==> src/iaf_pkg.sv <==
// Types and constants for the integer-to-ASCII formatter.
// No dependencies; used by the top level and its checker.
package iaf_pkg;

    // Format selector codes
    localparam logic [1:0] FUNC_DEC    = 2'd0;
    localparam logic [1:0] FUNC_BIN    = 2'd1;
    localparam logic [1:0] FUNC_HEX    = 2'd2;
    localparam logic [1:0] FUNC_UNUSED = 2'd3;

    // Character codes
    localparam logic [7:0] ASCII_ZERO        = 8'd48;
    localparam logic [7:0] ASCII_LETTER_BASE = 8'd55;
    localparam logic [7:0] ASCII_MINUS       = 8'd45;
    localparam logic [7:0] ASCII_NINE        = 8'd57;
    localparam logic [7:0] ASCII_UPPER_A     = 8'd65;
    localparam logic [7:0] ASCII_UPPER_F     = 8'd70;

    // Input request: one number to format
    typedef struct packed {
        logic [1:0]  func;
        logic [31:0] value;
    } t_in_req;

    // Output request: one character
    typedef struct packed {
        logic [7:0] char_code;
        logic       last;
    } t_out_req;

endpackage

==> src/integer_to_ascii_formatter.sv <==
// Integer-to-ASCII formatter: signed decimal, binary or uppercase hex text,
// one character per output request. Depends on iaf_pkg.
//
//  channel | direction | handshake             | payload
//  in      | input     | i_in_valid/o_in_stall | i_in_data  (t_in_req)
//  out     | output    | o_out_valid/i_out_stall | o_out_data (t_out_req)
//
// Steps per number (W = VALUE_WIDTH, D = decimal digits of 2^W-1):
//   decimal: load, shift-add-3 over the W bits, then emit over D digits (after '-' if negative)
//   binary : load, then emit over the W bits; hex: load, then emit over ceil(W/4) digits
// The emit steps walk one digit a cycle through the shift register, skipping
// leading zeros, and pause whenever the output register is held by i_out_stall.
// Reset is synchronous and clears the state and the output valid.
module integer_to_ascii_formatter
    import iaf_pkg::*;
#(
    parameter int VALUE_WIDTH = 32
) (
    input  logic     i_clk,
    input  logic     i_rst_n,
    input  logic     i_in_valid,
    output logic     o_in_stall,
    input  t_in_req  i_in_data,
    output logic     o_out_valid,
    input  logic     i_out_stall,
    output t_out_req o_out_data
);

    localparam int NDIG  = ((VALUE_WIDTH * 1233) >> 12) + 1;
    localparam int SH_W  = NDIG * 4;
    localparam int HEX_W = ((VALUE_WIDTH + 3) / 4) * 4;
    localparam int CNT_W = $clog2(VALUE_WIDTH + 1);

    typedef enum logic [1:0] {
        S_IDLE,
        S_CONV,
        S_EMIT
    } t_state;

    t_state                 r_state, n_state;
    logic [SH_W-1:0]        r_sh, n_sh;
    logic [VALUE_WIDTH-1:0] r_bin, n_bin;
    logic [CNT_W-1:0]       r_cnt, n_cnt;
    logic                   r_bin_mode, n_bin_mode;
    logic                   r_neg, n_neg;
    logic                   r_seen, n_seen;
    logic                   r_out_valid, n_out_valid;
    t_out_req               r_out, n_out;

    logic [VALUE_WIDTH-1:0] v_in;
    logic [SH_W-1:0]        adj;
    logic [3:0]             top_dig;
    logic                   is_last;
    logic                   out_free;
    logic [7:0]             dig_char;

    assign v_in     = VALUE_WIDTH'(i_in_data.value);
    assign top_dig  = r_sh[SH_W-1 -: 4];
    assign is_last  = (r_cnt == CNT_W'(1));
    assign out_free = !r_out_valid || !i_out_stall;

    // Shift-add-3 correction on every BCD digit
    always_comb begin
        adj = r_sh;
        for (int k = 0; k < NDIG; k++) begin
            if (r_sh[4*k+3 -: 4] >= 4'd5) begin
                adj[4*k+3 -: 4] = r_sh[4*k+3 -: 4] + 4'd3;
            end
        end
    end

    // Character for the digit at the top of the shift register
    always_comb begin
        if (r_bin_mode) begin
            dig_char = ASCII_ZERO + {7'd0, r_sh[SH_W-1]};
        end else if (top_dig < 4'd10) begin
            dig_char = ASCII_ZERO + {4'd0, top_dig};
        end else begin
            dig_char = ASCII_LETTER_BASE + {4'd0, top_dig};
        end
    end

    // Next-state logic
    always_comb begin
        n_state     = r_state;
        n_sh        = r_sh;
        n_bin       = r_bin;
        n_cnt       = r_cnt;
        n_bin_mode  = r_bin_mode;
        n_neg       = r_neg;
        n_seen      = r_seen;
        n_out       = r_out;
        n_out_valid = r_out_valid && i_out_stall;

        unique case (r_state)
            S_IDLE: begin
                if (i_in_valid) begin
                    n_seen     = 1'b0;
                    n_neg      = 1'b0;
                    n_bin_mode = 1'b0;
                    case (i_in_data.func)
                        FUNC_DEC: begin
                            n_neg   = v_in[VALUE_WIDTH-1];
                            n_bin   = v_in[VALUE_WIDTH-1] ? -v_in : v_in;
                            n_sh    = '0;
                            n_cnt   = CNT_W'(VALUE_WIDTH);
                            n_state = S_CONV;
                        end
                        FUNC_BIN: begin
                            n_bin_mode = 1'b1;
                            n_sh       = SH_W'(v_in) << (SH_W - VALUE_WIDTH);
                            n_cnt      = CNT_W'(VALUE_WIDTH);
                            n_state    = S_EMIT;
                        end
                        FUNC_HEX: begin
                            n_sh    = SH_W'(v_in) << (SH_W - HEX_W);
                            n_cnt   = CNT_W'(HEX_W / 4);
                            n_state = S_EMIT;
                        end
                        default: begin
                            n_state = S_IDLE;
                        end
                    endcase
                end
            end
            S_CONV: begin
                // one binary bit into the BCD register per cycle
                n_sh  = {adj[SH_W-2:0], r_bin[VALUE_WIDTH-1]};
                n_bin = r_bin << 1;
                n_cnt = r_cnt - CNT_W'(1);
                if (is_last) begin
                    n_cnt   = CNT_W'(NDIG);
                    n_state = S_EMIT;
                end
            end
            S_EMIT: begin
                if (out_free) begin
                    if (r_neg) begin
                        n_neg             = 1'b0;
                        n_out.char_code   = ASCII_MINUS;
                        n_out.last        = 1'b0;
                        n_out_valid       = 1'b1;
                    end else begin
                        // leading zeros are dropped, the final digit never
                        if (r_seen || is_last ||
                            (r_bin_mode ? r_sh[SH_W-1] : top_dig != 4'd0)) begin
                            n_seen          = 1'b1;
                            n_out.char_code = dig_char;
                            n_out.last      = is_last;
                            n_out_valid     = 1'b1;
                        end
                        n_sh  = r_bin_mode ? (r_sh << 1) : (r_sh << 4);
                        n_cnt = r_cnt - CNT_W'(1);
                        if (is_last) begin
                            n_state = S_IDLE;
                        end
                    end
                end
            end
            default: begin
                n_state = S_IDLE;
            end
        endcase
    end

    // State and registered outputs
    always_ff @(posedge i_clk) begin
        if (!i_rst_n) begin
            r_state     <= S_IDLE;
            r_out_valid <= 1'b0;
        end else begin
            r_state     <= n_state;
            r_out_valid <= n_out_valid;
            r_sh        <= n_sh;
            r_bin       <= n_bin;
            r_cnt       <= n_cnt;
            r_bin_mode  <= n_bin_mode;
            r_neg       <= n_neg;
            r_seen      <= n_seen;
            r_out       <= n_out;
        end
    end

    assign o_in_stall  = (r_state != S_IDLE);
    assign o_out_valid = r_out_valid;
    assign o_out_data  = r_out;

endmodule

==> config.mk <==
export PLATFORM = sky130hd
export DESIGN_NAME = integer_to_ascii_formatter
export DESIGN_NICKNAME = d
export VERILOG_FILES = /design/src/iaf_pkg.sv /design/src/integer_to_ascii_formatter.sv
export SDC_FILE = /design/constraint.sdc
export NUM_CORES = 1
export LEC_CHECK = 0
export BUFFER_PORTS_ARGS = -buffer_cell sky130_fd_sc_hd__buf_2
export CORE_MARGIN = 5
export CORE_UTILIZATION = 40
export CTS_BUF_LIST = sky130_fd_sc_hd__clkbuf_4
export CTS_CLUSTER_SIZE = 14
export DETAILED_ROUTE_END_ITERATION = 6
export GPL_TIMING_DRIVEN = 0
export MAX_ROUTING_LAYER = met4
export PLACE_DENSITY = 0.59
export SLEW_MARGIN = 20
export SYNTH_ARGS = -nofsm -noshare
export SYNTH_HDL_FRONTEND = slang
export SYNTH_SLANG_ARGS = --single-unit
==> constraint.sdc <==
create_clock -name i_clk -period 3.4 [get_ports i_clk]
set_clock_uncertainty 0.2 [all_clocks]
set_input_delay 0.17 -clock i_clk [delete_from_list [all_inputs] [get_ports i_clk]]
set_output_delay 0.17 -clock i_clk [all_outputs]
set_load 0.02 [all_outputs]
==> impl_results.md <==
* Switching Share at 38.79%
* Synth Register Bits at 92
* Largest net degree at the start of global routing at 24
* Synth Warn # at 0
* Req. time, crit path at 3.41 ns
* Mapped Cells at 653
* Share of layout cells above drive strength 1 at 11.51%
* DR WL/cell at 18.61 µm
* Total CTS buffers at 9
* Register area at 2733 µm²
* Hold WC Path Type: input port to register
* Die Footprint at 18360 µm²
* # rows at 45
* Max Freq at 0.3113 GHz
* Synth Area per Inst at 9.649 µm²
* CP arrival at 3.22 ns
* Final Instance Count excl. Fillers at 968
* DRC violations left at 0
* Post-layout min period at 3.212 ns
* First-pass GRT wire length at 28290 µm
* Main flop type after synthesis: edfxtp_1
* Clock power frac at 17.6%
* Worst Max-Slew Pin Slew at 1.030 ns
* GR Util All Layers at 20.29%
* Maximum vdd ir drop at 0.2388 mV
* Multi-input logic area at 3291 µm²
* Fin. Hold Viols at 0
* Die W at 135.5 µm
* CTS tree: built
* Finished Cell Area at 7401 µm²
* Number of setup buffers added after CTS at 0
* Num Clock Sinks at 92
* Status: complete, no violations
* Initial DRC count at 515
* Commonest non-fill, non-tap cell in the layout: edfxtp_1
* Post-route ant nets at 0
* Type of the worst setup path: register to register
* Critical path peak fanout at 23
* Remaining global-route overflow at 0
* Die height at 135.5 µm
* P_leak at 2.729 nW
* Unrepaired setup endpoints after global routing: no
* CTS H-tree depth at 3
* Net count after synthesis at 723
* Initial Util at 41.14%
* CTS clk-pin slew, worst paths at 0.15 ns
* Nets at 821
* Sequential fraction of the synthesis area at 43.37%
* Mapped cell area at 6301 µm²
* Post-synth cell types at 44
* Vias at 5439
* Maximum root-to-sink buffer count at 2
* Top Metal Used: met4
* Setup Viol. Count Final at 0
* Area post-placement at 6869 µm²
* Vias in the first global route at 5223
* Routed vias/inst at 5.619
* Routability Congestion at 0.8940
* Clk Latency, worst-skew pair at 0.49 ns
* Int Power at 2.258 mW
* Total Wirelength at 18020 µm
* Max cap viols at 0
* Post-synth ARST share at 0%
* Met1 Routed Length at 7898 µm
* Layout Utilization at 48.33%
* Post-synth EDFFs at 89
* Syn-to-layout area delta at 17.45%
* Port Buffers at 46
* DR pass1 iterations at 5
* CORE AREA at 15310 µm²
* Power density over cell area at 498.6 nW/µm²
* Routed wl met3 at 1163 µm
* Logic pwr share at 37.9%
* Root buffer cell: clkbuf_4
* Initial antenna violation count at 0
* HPWL Detailed at 12810 µm
* Reg power frac at 44.4%
* Placed cells at 912
* Most frequent cells in the layout: 89 x edfxtp_1, 87 x nand2_1, 52 x o21ai_0, 46 x buf_2, 43 x a21oi_1
* Fill count at 1482
* Met2 wire length at 8582 µm
* Max_slew headroom at 30.85%
* Psw at 1.431 mW
* Max Slew Vio Count at 0
* CP startpoint kind: register
* Tcrit/Tclk final at 94.47%
* Boundary Pins at 49
* Crit. End Element: register
-- worst paths after layout --
kind	slack [ns]	startpoint	end	cells past startpoint
hold / removal	0.12	i_in_data[31]	r_bin[17]	4
hold reg to reg	0.35	r_bin[0]	r_bin[1]	2
setup reg to reg	0.19	r_state[1]	r_bin[9]	7
setup / recovery	0.19	r_state[1]	r_bin[9]	7
-- routing by layer --
layer	vias to the layer above	track usage, %
li1	2575	-
met1	2646	26.38
met2	191	32.00
met3	27	4.086
met4	0	6.439
met5	-	-
-- power groups by stage --
stage	logic, mW	clock network [mW]	registers [mW]
final	1.40	0.651	1.64
after CTS	1.40	0.663	1.63
after global placement	1.30	0	1.66
after detailed placement	1.35	0	1.66
after floorplan	0.929	0	1.63
after global routing	1.55	0.710	1.66
-- cell usage after synthesis (3+ instances only) --
library cell	n	area [µm²]
nand3_1	7	35.03
a22o_1	8	70.07
o41ai_1	7	61.31
nor3b_1	13	97.59
nor2_1	34	127.6
a21oi_1	44	220.2
o22ai_1	6	37.54
and2_1	5	31.28
xor2_1	30	262.8
ha_1	32	400.4
nand2_1	87	326.6
nor3_1	4	20.02
xnor2_1	17	148.9
edfxtp_1	89	2673
o31ai_1	14	105.1
nand3b_1	4	30.03
o221ai_1	20	175.2
mux2i_1	29	290.3
o21ai_0	52	260.3
or2_2	4	25.02
dfxtp_1	3	60.06
nor2b_1	8	50.05
nand2b_1	12	75.07
inv_1	35	131.4
a31oi_1	10	62.56
o211ai_1	3	22.52
buf_1	4	15.01
a32oi_1	3	26.28
nor4_1	3	18.77
or3_1	4	25.02
mux2_2	13	146.4
clkbuf_1	35	131.4
-- cell families (layout without fill, tap and decap cells) --
group	count (synthesis)	count (layout)	share of synthesized area (%)
xor gates and xnor gates	47	47	6.533
DFF	92	92	43.37
muxes	42	42	6.930
buffers and inverters	76	179	4.706
adders and majority gates	32	32	6.354
other	1	2	0.05951
AOI/OAI and AO/OA	174	174	17.77
and+or+nand+nor	189	189	14.28
-- registers in the layout, indices dropped and copies added (netlist names) --
name / flops
r_neg: 1
o_out_data: 8
r_state: 2
r_bin_mode: 1
o_out_valid: 1
r_seen: 1
r_cnt: 6
r_sh: 40
r_bin: 32
-- repair_timing --
action                                 CTS  global route
hold buffers                            39             0
endpoints found under the hold margin   69             0
gates resized for setup                  0             0
-- area by class of cell --
type | count | area share (%)
multi-input combinational | 485 | 44.46
sequential | 92 | 36.92
timing repair buffer | 87 | 9.129
tap | 211 | 3.567
buffer | 41 | 2.232
inverter | 35 | 1.775
clock buffer | 10 | 1.014
clock inverter | 6 | 0.8622
antenna | 1 | 0.03381
-- critical path, stage by stage (launching register included) --
cell      delay [ns]
dfxtp_1         0.37
inv_1           0.08
ha_1            0.24
clkbuf_1        0.49
clkbuf_1        0.66
nand2_1         0.22
a21oi_4         0.42
buf_16          0.23
-- stage by stage --
stage	worst slack, ns	hold WS [ns]	TNS, ns	power [mW]
after detailed placement	0.2429	0.2790	0	3.010
after global routing	0.05313	0.1267	0	3.915
after CTS	0.2075	0.09794	0	3.693
after global placement	-1.423	0.2711	-67.18	2.953
final	0.1881	0.1153	0	3.690
after floorplan	0.007546	0.1197	0	2.559
Power figures use the tool's default switching activity.
